$ cat config.mk
export PLATFORM = sky130hd
export DESIGN_NAME = sd_spi_sector_sequencer_top
export DESIGN_NICKNAME = d
export VERILOG_FILES = /design/src/hw/rtl/sss_pkg.sv /design/src/hw/rtl/sss_in_stage.sv /design/src/hw/rtl/sss_step.sv /design/src/hw/rtl/sss_out_stage.sv /design/src/hw/rtl/sd_spi_sector_sequencer_top.sv
export SDC_FILE = /design/constraint.sdc
export NUM_CORES = 1
export LEC_CHECK = 0
export ABC_AREA = 1
export BUFFER_PORTS_ARGS = -buffer_cell sky130_fd_sc_hd__buf_2
export CAP_MARGIN = 20
export CORE_MARGIN = 1
export CORE_UTILIZATION = 45
export CTS_CLUSTER_DIAMETER = 150
export CTS_CLUSTER_SIZE = 14
export DETAILED_ROUTE_END_ITERATION = 8
export PLACE_DENSITY = 0.72
export SYNTH_ARGS = -nofsm -noshare
export SYNTH_HDL_FRONTEND = slang
export SYNTH_HIERARCHICAL = 1
export SYNTH_SLANG_ARGS = --single-unit
$ cat constraint.sdc
create_clock -name clk -period 3.85 [get_ports clk]
set_input_delay 0.77 -clock clk [delete_from_list [all_inputs] [get_ports clk]]
set_output_delay 0.77 -clock clk [all_outputs]
set_load 0.01 [all_outputs]
$ cat src/hw/rtl/sss_pkg.sv
// Shared types and constants for the SD SPI sector sequencer.
package sss_pkg;

    // Request command codes
    localparam logic [1:0] CMD_SLOT  = 2'd0;
    localparam logic [1:0] CMD_READ  = 2'd1;
    localparam logic [1:0] CMD_WRITE = 2'd2;

    // Completion status codes
    localparam logic [2:0] ST_OK          = 3'd0;
    localparam logic [2:0] ST_CMD_TIMEOUT = 3'd1;
    localparam logic [2:0] ST_TOK_TIMEOUT = 3'd2;
    localparam logic [2:0] ST_WR_REJECTED = 3'd3;
    localparam logic [2:0] ST_BUSY_TIMEOUT = 3'd4;

    // Configuration register indexes
    localparam logic [1:0] CFG_POLL_LIMIT  = 2'd0;
    localparam logic [1:0] CFG_RETRY_LIMIT = 2'd1;
    localparam logic [1:0] CFG_WRITE_GAP   = 2'd2;

    localparam int CFG_INDEX_W = 2;
    localparam int CFG_DATA_W  = 10;

    // Register reset values
    localparam logic [9:0] POLL_LIMIT_RST  = 10'd1000;
    localparam logic [9:0] RETRY_LIMIT_RST = 10'd1000;
    localparam logic [7:0] WRITE_GAP_RST   = 8'd100;

    // Bus bytes
    localparam logic [7:0] BYTE_IDLE     = 8'hFF;
    localparam logic [7:0] TOKEN_START   = 8'hFE;
    localparam logic [7:0] CMD17_BYTE    = 8'h51;
    localparam logic [7:0] CMD24_BYTE    = 8'h58;
    localparam logic [7:0] R1_READY      = 8'h00;
    localparam logic [4:0] DRESP_MASK    = 5'h1F;
    localparam logic [4:0] DRESP_ACCEPT  = 5'h05;

    localparam int FRAME_BYTES = 6;
    localparam int CRC_BYTES   = 2;

    typedef struct packed {
        logic [1:0]  command;
        logic [22:0] sector;
        logic [8:0]  first_offset;
        logic [9:0]  byte_count;
        logic [7:0]  miso_byte;
        logic [7:0]  write_byte;
    } in_t;

    typedef struct packed {
        logic [7:0] mosi_byte;
        logic       chip_select_high;
        logic       slot_request;
        logic       payload_taken;
        logic       read_valid;
        logic [7:0] read_byte;
        logic       done_res;
        logic [2:0] status;
    } out_t;

endpackage

$ cat src/hw/rtl/sss_in_stage.sv
// Input register stage: holds one request until the sequencer takes it.
module sss_in_stage
    import sss_pkg::*;
(
    input  logic clk,
    input  logic rst_n,
    input  logic in_valid,
    output logic in_stall,
    input  in_t  in_data,
    input  logic take,
    output logic held_valid,
    output in_t  held_data
);

    logic valid_reg;
    logic valid_next;
    in_t  data_reg;
    logic load;

    assign in_stall   = valid_reg && !take;
    assign load       = in_valid && !in_stall;
    assign held_valid = valid_reg;
    assign held_data  = data_reg;

    always_comb
    begin
        valid_next = valid_reg;
        if (load)
        begin
            valid_next = 1'b1;
        end
        else if (take)
        begin
            valid_next = 1'b0;
        end
    end

    always_ff @(posedge clk or negedge rst_n)
    begin
        if (!rst_n)
        begin
            valid_reg <= 1'b0;
        end
        else
        begin
            valid_reg <= valid_next;
        end
    end

    always_ff @(posedge clk)
    begin
        if (load)
        begin
            data_reg <= in_data;
        end
    end

endmodule

$ cat src/hw/rtl/sss_step.sv
// Sequencer state, configuration registers and per-slot next-state logic.
module sss_step
    import sss_pkg::*;
#(
    parameter int SECTOR_BYTES = 512
)
(
    input  logic                   clk,
    input  logic                   rst_n,
    input  logic                   cfg_we,
    input  logic [CFG_INDEX_W-1:0] cfg_index,
    input  logic [CFG_DATA_W-1:0]  cfg_data,
    input  logic                   fire,
    input  in_t                    item,
    output logic                   produce,
    output out_t                   result
);

    localparam int BPW = $clog2(SECTOR_BYTES + 1);
    localparam int PW  = (BPW > 8) ? BPW : 8;
    localparam int SW  = ((PW > 10) ? PW : 10) + 1;
    localparam logic [PW-1:0] SB_P = PW'(SECTOR_BYTES);
    localparam logic [SW-1:0] SB_S = SW'(SECTOR_BYTES);

    localparam logic [3:0] PH_IDLE   = 4'd0;
    localparam logic [3:0] PH_PRE    = 4'd1;
    localparam logic [3:0] PH_FRAME  = 4'd2;
    localparam logic [3:0] PH_DUMMY  = 4'd3;
    localparam logic [3:0] PH_RESP   = 4'd4;
    localparam logic [3:0] PH_GAP    = 4'd5;
    localparam logic [3:0] PH_TOKEN  = 4'd6;
    localparam logic [3:0] PH_WDATA  = 4'd7;
    localparam logic [3:0] PH_WCRC   = 4'd8;
    localparam logic [3:0] PH_WRESP  = 4'd9;
    localparam logic [3:0] PH_BUSY   = 4'd10;
    localparam logic [3:0] PH_RTOKEN = 4'd11;
    localparam logic [3:0] PH_RDATA  = 4'd12;
    localparam logic [3:0] PH_RCRC   = 4'd13;

    logic [9:0]    poll_limit_reg;
    logic [9:0]    retry_limit_reg;
    logic [7:0]    write_gap_reg;

    logic [3:0]    phase_reg,  phase_next;
    logic          is_write_reg, is_write_next;
    logic [47:0]   frame_reg,  frame_next;
    logic [PW-1:0] pos_reg,    pos_next;
    logic [9:0]    poll_reg,   poll_next;
    logic [9:0]    retry_reg,  retry_next;
    logic [PW-1:0] pstart_reg, pstart_next;
    logic [PW-1:0] pend_reg,   pend_next;

    logic [PW-1:0] pos_inc;
    logic [9:0]    poll_inc;
    logic [9:0]    retry_inc;
    logic [31:0]   addr;
    logic [SW-1:0] first_s;
    logic [SW-1:0] start_s;
    logic [SW-1:0] end_s;
    logic          in_window;
    logic          rv;
    logic [7:0]    rb;
    logic          done;
    logic [2:0]    st;
    logic [7:0]    mosi;
    logic          taken;

    assign pos_inc   = pos_reg + 1'b1;
    assign poll_inc  = poll_reg + 1'b1;
    assign retry_inc = retry_reg + 1'b1;
    assign addr      = {9'd0, item.sector} * 32'(SECTOR_BYTES);
    assign first_s   = SW'(item.first_offset);
    assign start_s   = (first_s > SB_S) ? SB_S : first_s;
    assign end_s     = start_s + SW'(item.byte_count);
    assign in_window = (pos_reg >= pstart_reg) && (pos_reg < pend_reg);

    always_ff @(posedge clk or negedge rst_n)
    begin
        if (!rst_n)
        begin
            poll_limit_reg  <= POLL_LIMIT_RST;
            retry_limit_reg <= RETRY_LIMIT_RST;
            write_gap_reg   <= WRITE_GAP_RST;
        end
        else if (cfg_we)
        begin
            unique case (cfg_index)
                CFG_POLL_LIMIT:  poll_limit_reg  <= cfg_data;
                CFG_RETRY_LIMIT: retry_limit_reg <= cfg_data;
                CFG_WRITE_GAP:   write_gap_reg   <= cfg_data[7:0];
                default:         ;
            endcase
        end
    end

    always_comb
    begin
        phase_next    = phase_reg;
        is_write_next = is_write_reg;
        frame_next    = frame_reg;
        pos_next      = pos_reg;
        poll_next     = poll_reg;
        retry_next    = retry_reg;
        pstart_next   = pstart_reg;
        pend_next     = pend_reg;
        produce       = 1'b0;
        rv            = 1'b0;
        rb            = 8'd0;
        done          = 1'b0;
        st            = ST_OK;

        if (fire)
        begin
            if (item.command == CMD_READ || item.command == CMD_WRITE)
            begin
                // drop a start request while an operation runs
                if (phase_reg == PH_IDLE)
                begin
                    produce       = 1'b1;
                    is_write_next = (item.command == CMD_WRITE);
                    frame_next    = {(item.command == CMD_WRITE) ? CMD24_BYTE : CMD17_BYTE,
                                     addr, BYTE_IDLE};
                    pstart_next   = PW'(start_s);
                    pend_next     = (end_s > SB_S) ? SB_P : PW'(end_s);
                    retry_next    = 10'd0;
                    poll_next     = 10'd0;
                    pos_next      = '0;
                    phase_next    = PH_PRE;
                end
            end
            else if (item.command == CMD_SLOT && phase_reg != PH_IDLE)
            begin
                produce = 1'b1;
                unique case (phase_reg)
                    PH_PRE:
                    begin
                        phase_next = PH_FRAME;
                        pos_next   = '0;
                    end
                    PH_FRAME:
                    begin
                        pos_next = pos_inc;
                        if (pos_inc >= PW'(FRAME_BYTES))
                        begin
                            phase_next = PH_DUMMY;
                        end
                    end
                    PH_DUMMY:
                    begin
                        phase_next = PH_RESP;
                        poll_next  = 10'd0;
                    end
                    PH_RESP:
                    begin
                        poll_next = poll_inc;
                        if (item.miso_byte != BYTE_IDLE || poll_inc >= poll_limit_reg)
                        begin
                            if (item.miso_byte == R1_READY)
                            begin
                                if (is_write_reg)
                                begin
                                    pos_next   = '0;
                                    phase_next = (write_gap_reg == 8'd0) ? PH_TOKEN : PH_GAP;
                                end
                                else
                                begin
                                    poll_next  = 10'd0;
                                    phase_next = PH_RTOKEN;
                                end
                            end
                            else
                            begin
                                retry_next = retry_inc;
                                if (retry_inc >= retry_limit_reg)
                                begin
                                    phase_next = PH_IDLE;
                                    done       = 1'b1;
                                    st         = ST_CMD_TIMEOUT;
                                end
                                else
                                begin
                                    phase_next = PH_PRE;
                                end
                            end
                        end
                    end
                    PH_GAP:
                    begin
                        pos_next = pos_inc;
                        if (pos_inc >= PW'(write_gap_reg))
                        begin
                            phase_next = PH_TOKEN;
                        end
                    end
                    PH_TOKEN:
                    begin
                        pos_next   = '0;
                        phase_next = PH_WDATA;
                    end
                    PH_WDATA:
                    begin
                        pos_next = pos_inc;
                        if (pos_inc >= SB_P)
                        begin
                            pos_next   = '0;
                            phase_next = PH_WCRC;
                        end
                    end
                    PH_WCRC:
                    begin
                        pos_next = pos_inc;
                        if (pos_inc >= PW'(CRC_BYTES))
                        begin
                            phase_next = PH_WRESP;
                        end
                    end
                    PH_WRESP:
                    begin
                        if ((item.miso_byte[4:0] & DRESP_MASK) != DRESP_ACCEPT)
                        begin
                            phase_next = PH_IDLE;
                            done       = 1'b1;
                            st         = ST_WR_REJECTED;
                        end
                        else
                        begin
                            poll_next  = 10'd0;
                            phase_next = PH_BUSY;
                        end
                    end
                    PH_BUSY:
                    begin
                        poll_next = poll_inc;
                        if (item.miso_byte == BYTE_IDLE)
                        begin
                            phase_next = PH_IDLE;
                            done       = 1'b1;
                            st         = ST_OK;
                        end
                        else if (poll_inc >= poll_limit_reg)
                        begin
                            phase_next = PH_IDLE;
                            done       = 1'b1;
                            st         = ST_BUSY_TIMEOUT;
                        end
                    end
                    PH_RTOKEN:
                    begin
                        poll_next = poll_inc;
                        if (item.miso_byte == TOKEN_START)
                        begin
                            pos_next   = '0;
                            phase_next = PH_RDATA;
                        end
                        else if (poll_inc >= poll_limit_reg)
                        begin
                            phase_next = PH_IDLE;
                            done       = 1'b1;
                            st         = ST_TOK_TIMEOUT;
                        end
                    end
                    PH_RDATA:
                    begin
                        // report only bytes inside the payload window
                        if (in_window)
                        begin
                            rv = 1'b1;
                            rb = item.miso_byte;
                        end
                        pos_next = pos_inc;
                        if (pos_inc >= SB_P)
                        begin
                            pos_next   = '0;
                            phase_next = PH_RCRC;
                        end
                    end
                    PH_RCRC:
                    begin
                        pos_next = pos_inc;
                        if (pos_inc >= PW'(CRC_BYTES))
                        begin
                            phase_next = PH_IDLE;
                            done       = 1'b1;
                            st         = ST_OK;
                        end
                    end
                    default:
                    begin
                        phase_next = PH_IDLE;
                        produce    = 1'b0;
                    end
                endcase
            end
        end
    end

    // Byte for the next slot follows the updated state
    always_comb
    begin
        mosi  = BYTE_IDLE;
        taken = 1'b0;
        if (phase_next == PH_FRAME)
        begin
            unique case (pos_next[2:0])
                3'd0:    mosi = frame_next[47:40];
                3'd1:    mosi = frame_next[39:32];
                3'd2:    mosi = frame_next[31:24];
                3'd3:    mosi = frame_next[23:16];
                3'd4:    mosi = frame_next[15:8];
                3'd5:    mosi = frame_next[7:0];
                default: mosi = BYTE_IDLE;
            endcase
        end
        else if (phase_next == PH_TOKEN)
        begin
            mosi = TOKEN_START;
        end
        else if (phase_next == PH_WDATA && pos_next >= pstart_next && pos_next < pend_next)
        begin
            mosi  = item.write_byte;
            taken = 1'b1;
        end
    end

    always_comb
    begin
        result.mosi_byte        = mosi;
        result.chip_select_high = (phase_next == PH_IDLE || phase_next == PH_PRE);
        result.slot_request     = (phase_next != PH_IDLE);
        result.payload_taken    = taken;
        result.read_valid       = rv;
        result.read_byte        = rb;
        result.done_res         = done;
        result.status           = st;
    end

    always_ff @(posedge clk or negedge rst_n)
    begin
        if (!rst_n)
        begin
            phase_reg    <= PH_IDLE;
            is_write_reg <= 1'b0;
            frame_reg    <= '0;
            pos_reg      <= '0;
            poll_reg     <= 10'd0;
            retry_reg    <= 10'd0;
            pstart_reg   <= '0;
            pend_reg     <= '0;
        end
        else
        begin
            phase_reg    <= phase_next;
            is_write_reg <= is_write_next;
            frame_reg    <= frame_next;
            pos_reg      <= pos_next;
            poll_reg     <= poll_next;
            retry_reg    <= retry_next;
            pstart_reg   <= pstart_next;
            pend_reg     <= pend_next;
        end
    end

endmodule

$ cat src/hw/rtl/sss_out_stage.sv
// Result register stage: holds one result until the receiver takes it.
module sss_out_stage
    import sss_pkg::*;
(
    input  logic clk,
    input  logic rst_n,
    input  logic load,
    input  out_t load_data,
    output logic room,
    output logic out_valid,
    input  logic out_stall,
    output out_t out_data
);

    logic valid_reg;
    logic valid_next;
    out_t data_reg;

    assign room      = !valid_reg || !out_stall;
    assign out_valid = valid_reg;
    assign out_data  = data_reg;

    always_comb
    begin
        valid_next = valid_reg;
        if (load)
        begin
            valid_next = 1'b1;
        end
        else if (valid_reg && !out_stall)
        begin
            valid_next = 1'b0;
        end
    end

    always_ff @(posedge clk or negedge rst_n)
    begin
        if (!rst_n)
        begin
            valid_reg <= 1'b0;
        end
        else
        begin
            valid_reg <= valid_next;
        end
    end

    always_ff @(posedge clk)
    begin
        if (load)
        begin
            data_reg <= load_data;
        end
    end

endmodule

$ cat src/hw/rtl/sd_spi_sector_sequencer_top.sv
// SD SPI-mode single sector read/write sequencer, top level.
//
// Requests enter on in_valid/in_stall with an in_t payload: a start read, a start
// write, or the report of a finished SPI byte slot (the MISO byte and the next
// offered write byte). Each accepted request that the sequencer acts on yields
// one result on out_valid/out_stall: the MOSI byte and chip select level for the
// next slot, whether a slot must follow, a consumed write byte or a captured read
// byte, and done with status on the last result of an operation. Start requests
// during an operation, slot reports while idle and unknown commands are dropped.
// The configuration port (cfg_we, cfg_index, cfg_data) sets poll limit, retry
// limit and write gap; write it only while the sequencer is idle.
// An accepted request is loaded into the input register, then passes through the
// slot logic into the result register, which drives out_valid and out_data. One
// request per cycle is sustained while the receiver does not stall; the slot
// logic is combinational and finishes every request without holding it.
// When the receiver stalls, the result register holds and the input register
// fills, after which in_stall rises. Reset returns the sequencer to idle with the
// register defaults and both stages empty.
module sd_spi_sector_sequencer_top
    import sss_pkg::*;
#(
    parameter int SECTOR_BYTES = 512
)
(
    input  logic                   clk,
    input  logic                   rst_n,
    input  logic                   in_valid,
    output logic                   in_stall,
    input  in_t                    in_data,
    output logic                   out_valid,
    input  logic                   out_stall,
    output out_t                   out_data,
    input  logic                   cfg_we,
    input  logic [CFG_INDEX_W-1:0] cfg_index,
    input  logic [CFG_DATA_W-1:0]  cfg_data
);

    logic held_valid;
    in_t  held_data;
    logic room;
    logic fire;
    logic produce;
    out_t result;

    assign fire = held_valid && room;

    sss_in_stage u_in_stage (
        .clk        (clk),
        .rst_n      (rst_n),
        .in_valid   (in_valid),
        .in_stall   (in_stall),
        .in_data    (in_data),
        .take       (fire),
        .held_valid (held_valid),
        .held_data  (held_data)
    );

    sss_step #(
        .SECTOR_BYTES (SECTOR_BYTES)
    ) u_step (
        .clk       (clk),
        .rst_n     (rst_n),
        .cfg_we    (cfg_we),
        .cfg_index (cfg_index),
        .cfg_data  (cfg_data),
        .fire      (fire),
        .item      (held_data),
        .produce   (produce),
        .result    (result)
    );

    sss_out_stage u_out_stage (
        .clk       (clk),
        .rst_n     (rst_n),
        .load      (produce),
        .load_data (result),
        .room      (room),
        .out_valid (out_valid),
        .out_stall (out_stall),
        .out_data  (out_data)
    );

endmodule

==> flow_summary_export.csv, run 1 <==
group,metric,value,unit
clocking,path_clk_slew,70,ps
die,start_util,46.2,%
detailed_routing,drt_wl_total,26400,um
detailed_routing,drc_errors,4,
pwr,leakage,7.04,nW
sta,relSlewSlack,50.1,%
setup_path,crit_arrival,4100,ps
yosys,syn_inst,1454,
detailed_routing,via_per_inst,4.95,
setup_path,cp_common_cell,"nand2_1",
clocking,clock-sinks,217,
placed_design,postPlaceCellArea,13200,sq um
cells_and_area,final_area,13900,sq um
sta,final-max-slew-violation-count,0,
setup_path,slowest_delay,520,ps
clocking,clk_latency,510,ps
detailed_routing,drt_iter0_markers,585,
setup_path,slowest_stage,"fa_2",
die,placementRows,59,
pwr,pwr-share-seq,42.2,%
placed_design,globalplace.congestion,0.872,
cells_and_area,diodes,0,
sta,fin_skew,14.8,ps
cells_and_area,drive_gt1_share,18.3,%
sta,finalHoldViolCount,0,
cells_and_area,fin_cells,1932,
pwr,p_int,0.00472,W
clocking,cts_buffers,19,
sta,setup_viol,0,
clocking,clock_path_buffers,3,
detailed_routing,postRouteAntennaNets,0,
cells_and_area,largest_reg_flops,60,
yosys,ys_seq_area_share,48.4,%
sta,min_period,3840,ps
global_route,grt.overflow.total,0,
run_status,outcome,"finished, violations left",
setup_path,crit_path_start_kind,"register",
pwr,ir_drop,0.398,mV
setup_path,end_kind,"register",
detailed_routing,first_pass_iters,8,
yosys,ys_warn_count,6,
pwr,power,0.00745,W
cells_and_area,post-route-util,53.1,%
placed_design,io_buffers,102,
setup_path,cp_max_fo,7,
setup_path,crit_type,"reg2reg",
yosys,synth_nets,1613,
cells_and_area,seq_area,5870,sq um
yosys,avgSynthCellArea,8.35,sq um
setup_path,r2r_slack,10,ps
die,die_area,27600,sq um
placed_design,dp_hpwl,19600,um
global_route,antenna_found_initial,0,
clocking,root_buffer,"clkbuf_16",
yosys,synth_area,12100,sq um
cells_and_area,multi_input_area,5340,sq um
yosys,ys_ff_latch,217,
clocking,cts_tree,"built",
die,die_h,166,um
global_route,first_global_vias,9308,
detailed_routing,wl_per_cell,13.7,um
die,core-area,26300,sq um
sta,rsz0062_at_grt,"true",
pwr,clock_power_share,23.6,%
setup_path,cp_top_family,"simple AND/OR/NAND/NOR gates",
setup_path,required,4110,ps
yosys,synth-edff-count,84,
cells_and_area,nNetsFinal,1744,
pwr,switching_share,36.6,%
yosys,ys.flop_type,"dfrtp_1",
clocking,htreeDepth,1,
detailed_routing,num_vias,9561,
cells_and_area,area_growth,14.9,%
pwr,power_frac_comb,34.3,%
sta,max_freq,261,MHz
die,ios,103,
pwr,p_per_area,534,nW/um^2
cells_and_area,fillers,2429,
hold_path,hp-class,"in2async",
placed_design,placed_cells,1891,
sta,timing.final.crit_share,99.7,%
die,dieWidth,166,um
global_route,grt_max_degree,61,
sta,totalNegativeSetupSlack,0,ps
job,drv_cap,0,
global_route,grt_usage,19.3,%
global_route,grt_first_pass_wirelength,44200,um
setup_path,path_buf_inv,4,
yosys,async_flop_share,61.3,%
yosys,synth_cell_types,53,
run_status,violations,"DRC",
sta,worstMarginPinSlew,748,ps
pwr,switchingPower,0.00272,W
==> cell families after synthesis <==
family / synth area share (%)
flops: 48.4
simple gates: 25.4
fa+ha+maj: 8.51
xor+xnor: 1.08
buf+inv: 9.30
compound gates: 7.38
==> worst reg2reg max path: stages (launching register included) <==
cell and delay, ps:
edfxtp_1 360, ha_2 190, inv_2 40, fa_2 520, inv_2 40, nor3_2 160
nand3_1 80, nor2_1 120, nand3_1 80, nand2_1 90, nand2_1 60, inv_2 120
nand4_1 120, o21ai_1 130, inv_1 70, ha_1 310, nand4_1 130, a31oi_2 60
nor3_2 120, nand2_1 120, nor2_2 140, nand2_2 100, nor2_4 220, nand3_2 100
nand2_1 70, nand2_1 50
==> cell type report <==
cell class	instances	area share [%]
clock buffers	31	3.73
multi-input cells	953	38.3
inverters	254	6.85
repair buffers	140	5.90
well taps	335	3.01
clock inverters	2	0.126
flip-flops and latches	217	42.1
==> Yosys cell counts, drive strengths merged (4+ instances only) <==
cell type	count	area, sq um
nand2	402	1580
nand3	125	648
ha	81	1010
a21oi	36	210
a21boi	5	37.5
o21ai	93	469
edfxtp	84	2520
nand4	17	113
nor3	17	85.1
o22ai	10	62.6
dfrtp	118	2950
buf	16	118
dfstp	15	394
o21bai	4	30.0
inv	252	946
xor2	13	114
nor2	114	521
or2	14	87.6
clkbuf	15	56.3
==> cell usage in the layout (no fill, tap or decap), drive strengths merged, types with 2 or more instances in the layout <==
cell    netlist  routed
ha           81      81
dfstp        15      15
o22ai        10      10
inv         252     254
buf          16     140
or2          14      14
a21oi        36      36
edfxtp       84      84
xnor2         2       2
nand2       402     402
o21a          2       2
nand3b        2       2
nand3       125     125
a21o          2       2
nor3         17      17
nor2        114     115
and2          2       2
dfrtp       118     118
o21ai        93      93
o211ai        2       2
o21bai        4       4
a21boi        5       5
xor2         13      13
clkinv        2       2
clkbuf       15      31
nand4        17      17
==> what timing repair did <==
action / 4_1_cts / 5_1_grt
buffers inserted: 3 / 4
setup endpoints to repair: 8 / 11
hold buffers: 0 / 0
cloned: 1 / 0
endpoints found under the hold margin: 0 / 0
resized for setup: 7 / 50
pin swaps: 6 / 18
==> power by group through the flow <==
| stage | clock [W] | sequential (W) | combinational [W] |
|---|---|---|---|
| after floorplan | 0 | 0.00317 | 0.00170 |
| after global placement | 0 | 0.00316 | 0.00238 |
| after detailed placement | 0 | 0.00318 | 0.00245 |
| after CTS | 0.00182 | 0.00314 | 0.00248 |
| after global routing | 0.00189 | 0.00319 | 0.00293 |
| final | 0.00176 | 0.00314 | 0.00255 |
==> per-layer routing <==
layer  up-vias  share of wire [%]  global-route usage [%]
li1       4921                  -                       -
met1      4379                 46                    25.8
met2       220                 47                    33.0
met3        41                4.3                    2.43
met4         0                2.6                    5.39
met5         -                  0                       0
==> final timing paths <==
path,from,end,cells past startpoint
worst min register to register,u_step/frame_reg[2],u_step/frame_reg[2],1
worst max-delay path,u_in_stage/held_data[26],u_out_stage/out_data[16],25
max in group asynchronous,rst_n,u_step/frame_reg[4],3
worst min-delay path,rst_n,u_step/retry_reg[1],1
worst max register to register,u_in_stage/held_data[26],u_out_stage/out_data[16],25
min in group clk,in_data[40],u_in_stage/held_data[40],1
==> metrics by stage <==
step / setup slack, ps / hold slack [ps]
after floorplan: 106 / 427
after global placement: 59.2 / 436
after detailed placement: -128 / 438
after CTS: -21.0 / 331
after global routing: -287 / 360
final: 11.9 / 297
No activity file was read; power rests on OpenSTA's default activity.
==> run 2: changes to the inputs <==
CTS_BUF_LIST = sky130_fd_sc_hd__clkbuf_4 sky130_fd_sc_hd__clkbuf_8   (was not set)
==> flow_summary_export.csv, run 2 (synthesized netlist as in run 1, its figures left out) <==
group,metric,value,unit
sta,timing.final.crit_share,100,%
detailed_routing,num_vias,9576,
pwr,leakage,6.98,nW
clocking,clk_latency,550,ps
die,start_util,46.2,%
cells_and_area,fin_cells,1933,
sta,min_period,3870,ps
die,die_h,166,um
cells_and_area,nNetsFinal,1745,
detailed_routing,drc_errors,4,
pwr,power,0.00703,W
sta,fin_skew,18.2,ps
global_route,antenna_found_initial,0,
global_route,grt.overflow.total,0,
global_route,first_global_vias,9280,
sta,setup_viol,1,
detailed_routing,first_pass_iters,7,
global_route,grt_usage,19.3,%
detailed_routing,postRouteAntennaNets,0,
pwr,p_per_area,511,nW/um^2
setup_path,crit_type,"reg2reg",
detailed_routing,wl_per_cell,13.7,um
pwr,ir_drop,0.344,mV
die,die_area,27600,sq um
cells_and_area,area_growth,13.4,%
clocking,cts_buffers,19,
setup_path,end_kind,"register",
global_route,grt_max_degree,61,
cells_and_area,final_common_cell,"nand2_1",
cells_and_area,largest_reg_flops,60,
job,drv_cap,0,
cells_and_area,drive_gt1_share,19.0,%
sta,max_freq,259,MHz
global_route,grt_first_pass_wirelength,44200,um
clocking,htreeDepth,1,
die,core-area,26300,sq um
run_status,outcome,"finished, violations left",
placed_design,placed_cells,1891,
cells_and_area,diodes,0,
cells_and_area,final_area,13800,sq um
cells_and_area,multi_input_area,5320,sq um
detailed_routing,via_per_inst,4.95,
clocking,cts_tree,"built",
clocking,clock_path_buffers,3,
sta,finalHoldViolCount,0,
setup_path,crit_arrival,4180,ps
hold_path,hp-class,"in2async",
sta,totalNegativeSetupSlack,-15.2,ps
clocking,clock-sinks,217,
placed_design,io_buffers,102,
clocking,ctsHoldBuffers,0,
clocking,root_buffer,"clkbuf_8",
setup_path,cp_max_fo,7,
cells_and_area,mostFrequentLayoutCells,"381 x nand2_1, 234 x inv_1, 114 x dfrtp_1, 113 x nand3_1, 101 x buf_2",
die,ios,103,
die,placementRows,59,
placed_design,dp_hpwl,19600,um
cells_and_area,seq_area,5870,sq um
placed_design,postPlaceCellArea,13200,sq um
detailed_routing,drt_wl_total,26400,um
placed_design,globalplace.congestion,0.872,
sta,relSlewSlack,50.2,%
detailed_routing,drt_iter0_markers,556,
sta,rsz0062_at_grt,"true",
run_status,violations,"DRC, setup timing",
cells_and_area,fillers,2457,
setup_path,crit_path_start_kind,"register",
sta,setup_slack,-15.2,ps
die,dieWidth,166,um
setup_path,required,4160,ps
sta,worstMarginPinSlew,746,ps
sta,final-max-slew-violation-count,0,
cells_and_area,post-route-util,52.4,%
clocking,path_clk_slew,100,ps
-- run 2: cell count changes in the layout (fill, tap and decap cells not counted), sizes merged --
cell and change:
clkinvlp +1, inv -1, buf +1
-- run 2: routing by layer --
metal | track usage (%) | share of wire [%] | vias to the layer above
met5 | 0 | 0 | -
met4 | 5.56 | 2.8 | 0
met3 | 2.45 | 3.8 | 44
met2 | 32.9 | 47 | 202
met1 | 25.9 | 46 | 4406
li1 | - | - | 4924
-- run 2: worst paths after layout --
path	cells after the start	slack (ps)	endpoint	from
max	25	-20	u_out_stage/out_data[16]	u_in_stage/held_data[26]
max reg2reg	25	-20	u_out_stage/out_data[16]	u_in_stage/held_data[26]
min	1	250	u_step/retry_reg[1]	rst_n
max in group asynchronous	3	2640	u_step/frame_reg[4]	rst_n
min in group clk	1	390	u_in_stage/held_data[40]	in_data[40]
min reg2reg	1	460	u_step/frame_reg[2]	u_step/frame_reg[2]
-- run 2: cell type report --
type | instances | share of cell area, %
tap | 335 | 3.04
clock buffer | 31 | 2.55
multi-input combinational | 953 | 38.6
sequential | 217 | 42.7
inverter | 254 | 6.94
timing repair buffer | 141 | 6.04
clock inverter | 2 | 0.118
-- run 2: timing repair --
action | in CTS | in global routing
endpoints found under the setup margin | 8 | 11
buffers inserted | 3 | 5
gates cloned | 1 | 0
resized for setup | 7 | 48
pin swaps | 6 | 17
-- run 2: where the power goes --
part	internal, W	switching, W
logic	0.000857	0.00169
clock network	0.000583	0.000766
registers	0.00293	0.000203
-- run 2: critical path, cell delays in order (launching register included) --
cell	delay (ps)
edfxtp_1	360
ha_2	190
inv_2	40
fa_2	520
inv_2	40
nor3_2	160
nand3_1	80
nor2_1	130
nand3_1	80
nand2_1	90
nand2_1	60
inv_2	120
nand4_1	120
o21ai_1	130
inv_1	70
ha_1	310
nand4_1	130
a31oi_2	60
nor3_2	120
nand2_1	120
nor2_2	140
nand2_2	100
nor2_4	230
nand3_2	100
nand2_1	70
nand2_1	50
-- run 2: stage by stage --
stage                     hold slack [ps]  worst slack (ps)
after detailed placement              438              -128
final                                 251             -15.2
after floorplan                       427               106
after CTS                             264             -22.9
after global routing                  291              -288
after global placement                436              59.2
